`src/hdl/ptap_pkg.sv`:
```
// Shared types and constants for the pixel to ARGB converter with opacity probe.
`timescale 1ns / 1ps

package ptap_pkg;

    localparam int DIM_W   = 13;
    localparam int PIXEL_W = 32;

    typedef enum logic [1:0] {
        FMT_RGBA8888 = 2'd0,
        FMT_RGBX8888 = 2'd1,
        FMT_RGB565   = 2'd2,
        FMT_PASS     = 2'd3
    } t_pixel_format;

    typedef enum logic [1:0] {
        CFG_PIXEL_FORMAT = 2'd0,
        CFG_FRAME_WIDTH  = 2'd1,
        CFG_FRAME_HEIGHT = 2'd2,
        CFG_AUTO_OPACITY = 2'd3
    } t_cfg_index;

    typedef struct packed {
        logic sampled;
        logic last;
    } t_item_ctl;

    localparam logic [7:0] ALPHA_OPAQUE = 8'hFF;

endpackage

```
`src/hdl/ptap_grid.sv`:
```
// Position counter and incremental sample grid tracker for one axis of the frame.
`timescale 1ns / 1ps

module ptap_grid
    import ptap_pkg::*;
#(
    parameter int MAX_DIMENSION = 4096,
    parameter int GRID_POINTS   = 16
) (
    input  logic                             i_clk,
    input  logic                             i_rst_n,
    input  logic                             i_restart,
    input  logic                             i_adv,
    input  logic [$clog2(MAX_DIMENSION)-1:0] i_span,
    output logic                             o_sampled,
    output logic                             o_at_end
);

    localparam int CW   = $clog2(MAX_DIMENSION);
    localparam int GW   = $clog2(GRID_POINTS * MAX_DIMENSION);
    localparam int STEP = GRID_POINTS - 1;

    // r_acc holds g * span for the next grid point g, and r_lim holds (pos + 1) * STEP.
    // The point lies on the current position when r_acc is below r_lim.
    logic [CW-1:0] r_pos, n_pos;
    logic [GW-1:0] r_acc, n_acc;
    logic [GW-1:0] r_lim, n_lim;
    logic          small_span;
    logic          on_point;

    assign small_span = (32'(i_span) < 32'(STEP));
    assign on_point   = (r_acc < r_lim);
    assign o_sampled  = small_span || on_point;
    assign o_at_end   = (r_pos == i_span);

    always_comb begin
        n_pos = r_pos;
        n_acc = r_acc;
        n_lim = r_lim;
        if (i_restart || (i_adv && o_at_end)) begin
            n_pos = '0;
            n_acc = '0;
            n_lim = GW'(STEP);
        end else if (i_adv) begin
            n_pos = r_pos + CW'(1);
            n_lim = r_lim + GW'(STEP);
            if (!small_span && on_point) begin
                n_acc = r_acc + GW'(i_span);
            end
        end
    end

    always_ff @(posedge i_clk) begin
        if (!i_rst_n) begin
            r_pos <= '0;
            r_acc <= '0;
            r_lim <= GW'(STEP);
        end else begin
            r_pos <= n_pos;
            r_acc <= n_acc;
            r_lim <= n_lim;
        end
    end

endmodule

```
`src/hdl/ptap_out.sv`:
```
// Result stage: pixel conversion, frame opacity flag and the output register.
`timescale 1ns / 1ps

module ptap_out
    import ptap_pkg::*;
(
    input  logic               i_clk,
    input  logic               i_rst_n,
    input  logic               i_restart,
    input  logic               i_move,
    input  logic [PIXEL_W-1:0] i_word,
    input  t_item_ctl          i_ctl,
    input  t_pixel_format      i_format,
    input  logic               i_auto,
    input  logic               i_argb_ready,
    output logic               o_free,
    output logic               o_argb_valid,
    output logic [PIXEL_W-1:0] o_argb_word,
    output logic               o_frame_last,
    output logic               o_verdict_valid,
    output logic               o_want_xrgb
);

    logic               r_valid;
    logic [PIXEL_W-1:0] r_word;
    logic               r_last;
    logic               r_verdict;
    logic               r_xrgb;
    logic               r_all_opaque, n_all_opaque;
    logic [PIXEL_W-1:0] conv_word;
    logic               opaque_now;
    logic               verdict;
    logic [4:0]         red5;
    logic [5:0]         green6;
    logic [4:0]         blue5;

    assign red5   = i_word[15:11];
    assign green6 = i_word[10:5];
    assign blue5  = i_word[4:0];

    always_comb begin
        case (i_format)
            FMT_RGB565: begin
                conv_word = {ALPHA_OPAQUE, red5, red5[4:2], green6, green6[5:4],
                             blue5, blue5[4:2]};
            end
            FMT_RGBA8888, FMT_RGBX8888: begin
                conv_word = {i_word[31:24], i_word[7:0], i_word[15:8], i_word[23:16]};
            end
            default: begin
                conv_word = i_word;
            end
        endcase
    end

    assign opaque_now = r_all_opaque &&
                        !(i_ctl.sampled && (i_format == FMT_RGBA8888) &&
                          (conv_word[31:24] != ALPHA_OPAQUE));
    assign verdict    = i_ctl.last && i_auto;

    always_comb begin
        n_all_opaque = r_all_opaque;
        if (i_restart) begin
            n_all_opaque = 1'b1;
        end else if (i_move) begin
            n_all_opaque = i_ctl.last ? 1'b1 : opaque_now;
        end
    end

    assign o_free = !r_valid || i_argb_ready;

    always_ff @(posedge i_clk) begin
        if (!i_rst_n) begin
            r_valid      <= 1'b0;
            r_all_opaque <= 1'b1;
        end else begin
            r_all_opaque <= n_all_opaque;
            if (i_move) begin
                r_valid <= 1'b1;
            end else if (i_argb_ready) begin
                r_valid <= 1'b0;
            end
        end
    end

    always_ff @(posedge i_clk) begin
        if (i_move) begin
            r_word    <= conv_word;
            r_last    <= i_ctl.last;
            r_verdict <= verdict;
            r_xrgb    <= verdict && opaque_now;
        end
    end

    assign o_argb_valid    = r_valid;
    assign o_argb_word     = r_word;
    assign o_frame_last    = r_last;
    assign o_verdict_valid = r_verdict;
    assign o_want_xrgb     = r_xrgb;

endmodule

```
`src/hdl/pixel_to_argb_with_opacity_probe_unit.sv`:
```
// Top level of the pixel to ARGB8888 converter with frame opacity probe.
`timescale 1ns / 1ps

// Takes one source pixel word per clock in raster order and returns one ARGB8888 word per
// clock, as long as the output side keeps taking words; each word passes through the input
// register and then the result register, which set the rate and each hold one word.
// RGB565 is widened by bit replication with opaque alpha, RGBA and RGBX have red and blue
// swapped, and any other format passes through. With auto opacity on, the last word of each
// frame carries the verdict on whether every alpha on the sample grid was opaque. The grid
// positions are followed with running sums, so no division takes place. Any configuration
// write restarts the frame, and the configuration channel is always ready.

module pixel_to_argb_with_opacity_probe_unit
    import ptap_pkg::*;
#(
    parameter int MAX_DIMENSION = 4096,
    parameter int GRID_POINTS   = 16
) (
    input  logic               i_clk,
    input  logic               i_rst_n,
    input  logic               i_cfg_valid,
    output logic               o_cfg_ready,
    input  logic [1:0]         i_cfg_index,
    input  logic [DIM_W-1:0]   i_cfg_data,
    input  logic               i_pixel_valid,
    output logic               o_pixel_ready,
    input  logic [PIXEL_W-1:0] i_pixel_word,
    output logic               o_argb_valid,
    input  logic               i_argb_ready,
    output logic [PIXEL_W-1:0] o_argb_word,
    output logic               o_frame_last,
    output logic               o_verdict_valid,
    output logic               o_want_xrgb
);

    localparam int CW = $clog2(MAX_DIMENSION);

    t_pixel_format      r_format;
    logic [DIM_W-1:0]   r_width;
    logic [DIM_W-1:0]   r_height;
    logic               r_auto;
    logic               r_s1_valid;
    logic [PIXEL_W-1:0] r_s1_word;
    t_item_ctl          r_s1_ctl;
    logic               cfg_write;
    logic               pixel_take;
    logic               out_free;
    logic               s1_move;
    logic [CW-1:0]      col_span;
    logic [CW-1:0]      row_span;
    logic               col_sampled;
    logic               col_end;
    logic               row_sampled;
    logic               row_end;

    function automatic logic [CW-1:0] dim_span(input logic [DIM_W-1:0] v);
        logic [CW-1:0] s;
        if (v == '0) begin
            s = '0;
        end else if (32'(v) > 32'(MAX_DIMENSION)) begin
            s = CW'(MAX_DIMENSION - 1);
        end else begin
            s = CW'(v - DIM_W'(1));
        end
        return s;
    endfunction

    assign col_span = dim_span(r_width);
    assign row_span = dim_span(r_height);

    assign o_cfg_ready   = 1'b1;
    assign cfg_write     = i_cfg_valid;
    assign s1_move       = r_s1_valid && out_free;
    assign o_pixel_ready = !r_s1_valid || out_free;
    assign pixel_take    = i_pixel_valid && o_pixel_ready;

    always_ff @(posedge i_clk) begin
        if (!i_rst_n) begin
            r_format <= FMT_RGBA8888;
            r_width  <= DIM_W'(1);
            r_height <= DIM_W'(1);
            r_auto   <= 1'b0;
        end else if (cfg_write) begin
            case (t_cfg_index'(i_cfg_index))
                CFG_PIXEL_FORMAT: r_format <= t_pixel_format'(i_cfg_data[1:0]);
                CFG_FRAME_WIDTH:  r_width  <= i_cfg_data;
                CFG_FRAME_HEIGHT: r_height <= i_cfg_data;
                CFG_AUTO_OPACITY: r_auto   <= i_cfg_data[0];
                default: begin
                end
            endcase
        end
    end

    always_ff @(posedge i_clk) begin
        if (!i_rst_n) begin
            r_s1_valid <= 1'b0;
        end else if (pixel_take) begin
            r_s1_valid <= 1'b1;
        end else if (s1_move) begin
            r_s1_valid <= 1'b0;
        end
    end

    always_ff @(posedge i_clk) begin
        if (pixel_take) begin
            r_s1_word        <= i_pixel_word;
            r_s1_ctl.sampled <= col_sampled && row_sampled;
            r_s1_ctl.last    <= col_end && row_end;
        end
    end

    ptap_grid #(
        .MAX_DIMENSION (MAX_DIMENSION),
        .GRID_POINTS   (GRID_POINTS)
    ) u_col_grid (
        .i_clk     (i_clk),
        .i_rst_n   (i_rst_n),
        .i_restart (cfg_write),
        .i_adv     (pixel_take),
        .i_span    (col_span),
        .o_sampled (col_sampled),
        .o_at_end  (col_end)
    );

    ptap_grid #(
        .MAX_DIMENSION (MAX_DIMENSION),
        .GRID_POINTS   (GRID_POINTS)
    ) u_row_grid (
        .i_clk     (i_clk),
        .i_rst_n   (i_rst_n),
        .i_restart (cfg_write),
        .i_adv     (pixel_take && col_end),
        .i_span    (row_span),
        .o_sampled (row_sampled),
        .o_at_end  (row_end)
    );

    ptap_out u_out (
        .i_clk           (i_clk),
        .i_rst_n         (i_rst_n),
        .i_restart       (cfg_write),
        .i_move          (s1_move),
        .i_word          (r_s1_word),
        .i_ctl           (r_s1_ctl),
        .i_format        (r_format),
        .i_auto          (r_auto),
        .i_argb_ready    (i_argb_ready),
        .o_free          (out_free),
        .o_argb_valid    (o_argb_valid),
        .o_argb_word     (o_argb_word),
        .o_frame_last    (o_frame_last),
        .o_verdict_valid (o_verdict_valid),
        .o_want_xrgb     (o_want_xrgb)
    );

endmodule
```
`config.mk`:
```
export PLATFORM = sky130hd
export DESIGN_NAME = pixel_to_argb_with_opacity_probe_unit
export DESIGN_NICKNAME = d
export VERILOG_FILES = /design/src/hdl/ptap_pkg.sv /design/src/hdl/ptap_grid.sv /design/src/hdl/ptap_out.sv /design/src/hdl/pixel_to_argb_with_opacity_probe_unit.sv
export SDC_FILE = /design/constraint.sdc
export NUM_CORES = 1
export LEC_CHECK = 0
export BUFFER_PORTS_ARGS = -buffer_cell sky130_fd_sc_hd__buf_2
export CORE_MARGIN = 2
export CORE_UTILIZATION = 60
export DETAILED_ROUTE_END_ITERATION = 10
export PLACE_DENSITY = 0.78
export SLEW_MARGIN = 20
export SYNTH_ARGS = -nofsm -noshare
export SYNTH_HDL_FRONTEND = slang
export SYNTH_SLANG_ARGS = --single-unit
```
`constraint.sdc`:
```
create_clock -name i_clk -period 8.95 [get_ports i_clk]
set_clock_uncertainty 0.15 [all_clocks]
set_input_delay 1.79 -clock i_clk [delete_from_list [all_inputs] [get_ports i_clk]]
set_output_delay 1.79 -clock i_clk [all_outputs]
set_load 0.005 [all_outputs]
```
==> out/results.ini <==
[status]
outcome = finished clean

[grt]
grt_pass1_vias = 8615
grt_max_degree = 44
grt_first_pass_wirelength_um = 42000
grt_overflow = 0
grt_use_total_pct = 26.1
antenna_found_initial = 1

[drt]
first_pass_iters = 5
drcViolationCount = 0
wire_per_inst_um = 16.5
routed_wl_um = 25600
drt_iter0_markers = 653
ant_nets = 0
num_vias = 9271
routed_via_density = 5.98

[worst_setup_path]
cp_num_buf_inv = 1
crit_family = simple AND/OR/NAND/NOR gates
worstSetupStartpoint = r_width[0]
rrSetupSlack_ns = 3.33
critical_path_class = reg -> reg
rr_startpoint = r_width[0]
crit_path_start_kind = flop
setup.worst_path.end_class = flop
crit_path_max_fanout = 40
cp.arrival_ns = 5.77
slowest_delay_ns = 0.83
crit_slowest_cell = or4_4
crit_required_ns = 9.11
ff2ff_path_depth = 11
path_depth = 11
critPathCapture = u_row_grid.r_lim[13]
timing.rr.end = u_row_grid.r_lim[13]
path_cells = inv_1 -> ha_1 -> nor4b_2 -> nand3_1 -> maj3_1 -> xor2_1 -> nor4_1 -> nand4_2 -> or4_4 -> nand2_4 -> nor2_1

[placed_design]
io_buffers = 88
placed_cells = 1516
placed_area_um2 = 11500
place_congestion = 0.917
dp_hpwl_um = 18500

[run]
cap_violations = 0

[logic_synthesis]
netlist_top_cells_area = dfxtp_1, edfxtp_1, ha_1
synth_top_family_by_area = simple AND/OR/NAND/NOR gates
yosys.area.top_type_share_pct = 21.7
synth_flop_cell = dfxtp_1
yosys.area.top_type = dfxtp_1
synthDistinctLibCells = 80
yosys.area_share.simple_pct = 23.0
yosys.area_share.adder_pct = 7.32
synth_xor_area_share_pct = 7.50
synth_compound_area_share_pct = 15.1
async_flop_share_pct = 0
yosysWarningCount = 0
syn_inst = 1257
synthMuxAreaShare_pct = 2.08
yosysSeqAreaShare_pct = 40.5
synth_edf_count = 69
syn_area_um2 = 11000
avgSynthCellArea_um2 = 8.79
synth_fp_nets = 1368
synth_seq_cells = 189

[worst_hold_path]
hp-class = reg -> reg
whs_path_depth = 2

[floorplanning]
die_area_um2 = 19500
rows = 49
initial_core_util_pct = 61.3
fp.dieW_um = 140
ios = 90
die_y_um = 140
coreArea_um2 = 18000

[cells_and_area]
syn2layout_area_growth_pct = 10.0
layout.cells.non_filler = 1550
num-fill-cells = 1439
nets = 1417
fin_area_um2 = 12200
drive_gt1_share_pct = 11.2

[sta]
finalHoldViolCount = 0
slew_headroom_pct = 34.0
finalWorstPathRequiredPeriod_ns = 5.62
worst_slew_pin_slew_ns = 0.982
rsz0062_at_grt = no
drv_slew = 0
tns_ns = 0
max_freq_mhz = 178
setup_violations = 0
fin_crit_sh_pct = 62.8
fin_hold_ws_ns = 0.328

[cts]
cts_setup_buffers = 0
cts_tree = yes
clock_latency_ns = 0.44
htree_levels = 4
cts_inserted_buffers = 17
cts.path.max_buffers = 2
clkTransAtPathRegs_ns = 0.07
cts_sinks = 189
cts_root_buf = clkbuf_16
cts_resized = 0
cts_hold_buf = 0

[power]
p_leak_uw = 0.00477
pwr_density_cell_nw_per_um2 = 160
peakVddDrop_mv = 0.204

-- cells in the mapped netlist (all sizes together), types with 9 or more instances --
library cell  count
o211ai            9
nor4             30
xor2             20
a21o             18
clkbuf           45
nand2           140
inv              59
nor3             33
o21ai            33
edfxtp           69
nand2b           16
mux2i            23
dfxtp           120
xnor2            72
nand3            33
or3              14
and3             12
nor2b            23
ha               59
or4              11
a21oi            80
a31oi            13
buf              16
a21boi           25
nor2            146
nand4            20
-- final cells by class --
type	instances	area, µm²	share of cell area [%]
multi-input cells	946	6090	50.1
flip-flops and latches	189	4480	36.8
repair buffers	91	463	3.81
clock buffers	18	439	3.61
well taps	229	287	2.36
inverters	61	229	1.88
clock inverters	14	166	1.37
diodes	2	5.00	0.0412
-- stage by stage --
| stage | utilization, % | total power [µW] | worst slack, ns |
|---|---|---|---|
| floorplan | - | 1140 | 4.32 |
| global placement | 64.0 | 1200 | 3.56 |
| detailed placement | 64.0 | 1200 | 3.41 |
| CTS | 67.4 | 1950 | 3.41 |
| global route | 67.4 | 2020 | 2.88 |
| finish | 67.4 | 1950 | 3.33 |
-- registers in the layout, indices dropped and copies added, names as in the netlist, 2 cells and up --
signal,flops
r_format,2
r_height,13
r_s1_ctl,2
r_s1_word,32
r_width,13
u_col_grid.r_acc,16
u_col_grid.r_lim,16
u_col_grid.r_pos,12
u_out.o_argb_word,32
u_row_grid.r_acc,16
u_row_grid.r_lim,16
u_row_grid.r_pos,12
-- metal layers --
layer,track usage [%],routed length [µm],up-vias
met2,43.1,12000,318
met3,4.09,1520,52
met1,35.1,11400,4301
li1,-,-,4600
met5,0,0,-
met4,9.37,647,0
-- report_power, final --
part	internal, µW	total (µW)	switching (µW)
Combinational	93.7	247	154
Clock	384	756	372
Sequential	919	942	23.1
Total	1400	1950	549
-- logic make-up (layout without fill, tap and decap cells) --
logic type / count (synthesis) / after routing
AOI/OAI and AO/OA: 252 / 252
xor gates and xnor gates: 93 / 93
adders and majority gates: 66 / 66
buffers and inverters: 122 / 184
DFF: 189 / 189
muxes: 23 / 23
other: 1 / 3
and+or+nand+nor: 511 / 511
-- cell usage in the layout (no fill, tap or decap), types with 4 or more instances in the layout --
cell	synthesis	routed
nand3b_1	6	6
clkbuf_16	0	17
and3_1	12	12
xnor2_1	72	72
nor2_1	146	146
maj3_1	7	7
nand2_1	139	139
dfxtp_1	120	119
nor2b_1	23	22
o21a_1	4	4
buf_2	7	88
inv_1	59	58
o21ai_0	33	33
a21oi_1	80	80
nand4_1	18	18
a31oi_1	13	13
o31ai_1	7	7
a41oi_1	6	6
edfxtp_1	69	69
a21o_1	18	18
and2_1	5	5
o211ai_1	9	9
or2_2	5	5
o31a_1	5	5
o2111ai_1	4	4
nor4_2	4	4
nor4_1	25	25
mux2i_1	23	23
a21boi_0	25	25
a211oi_1	7	7
xor2_1	20	20
o22ai_1	4	4
ha_1	59	59
clkinv_8	0	5
or3_1	14	14
or4_1	9	9
nand2b_1	16	16
nor3_1	33	33
nand3_1	33	33
-- how the worst min path moves through the flow --
stage	from	to	slack, ns
2_1_floorplan	u_out.r_all_opaque	u_out.r_all_opaque	0.29
3_3_place_gp	u_out.r_all_opaque	u_out.r_all_opaque	0.31
3_5_place_dp	r_s1_ctl[0]	u_out.o_frame_last	0.31
4_1_cts	r_s1_ctl[0]	u_out.o_frame_last	0.33
5_1_grt	r_s1_ctl[0]	u_out.o_frame_last	0.36
6_report	u_out.r_all_opaque	u_out.r_all_opaque	0.33
-- worst reg2reg max path, stage by stage (launching register included) --
cell,delay (ns)
dfxtp_1,0.36
inv_1,0.13
ha_1,0.31
nor4b_2,0.62
nand3_1,0.59
maj3_1,0.60
xor2_1,0.16
nor4_1,0.48
nand4_2,0.76
or4_4,0.84
nand2_4,0.37
nor2_1,0.12
No activity file was read; power rests on OpenSTA's default activity.
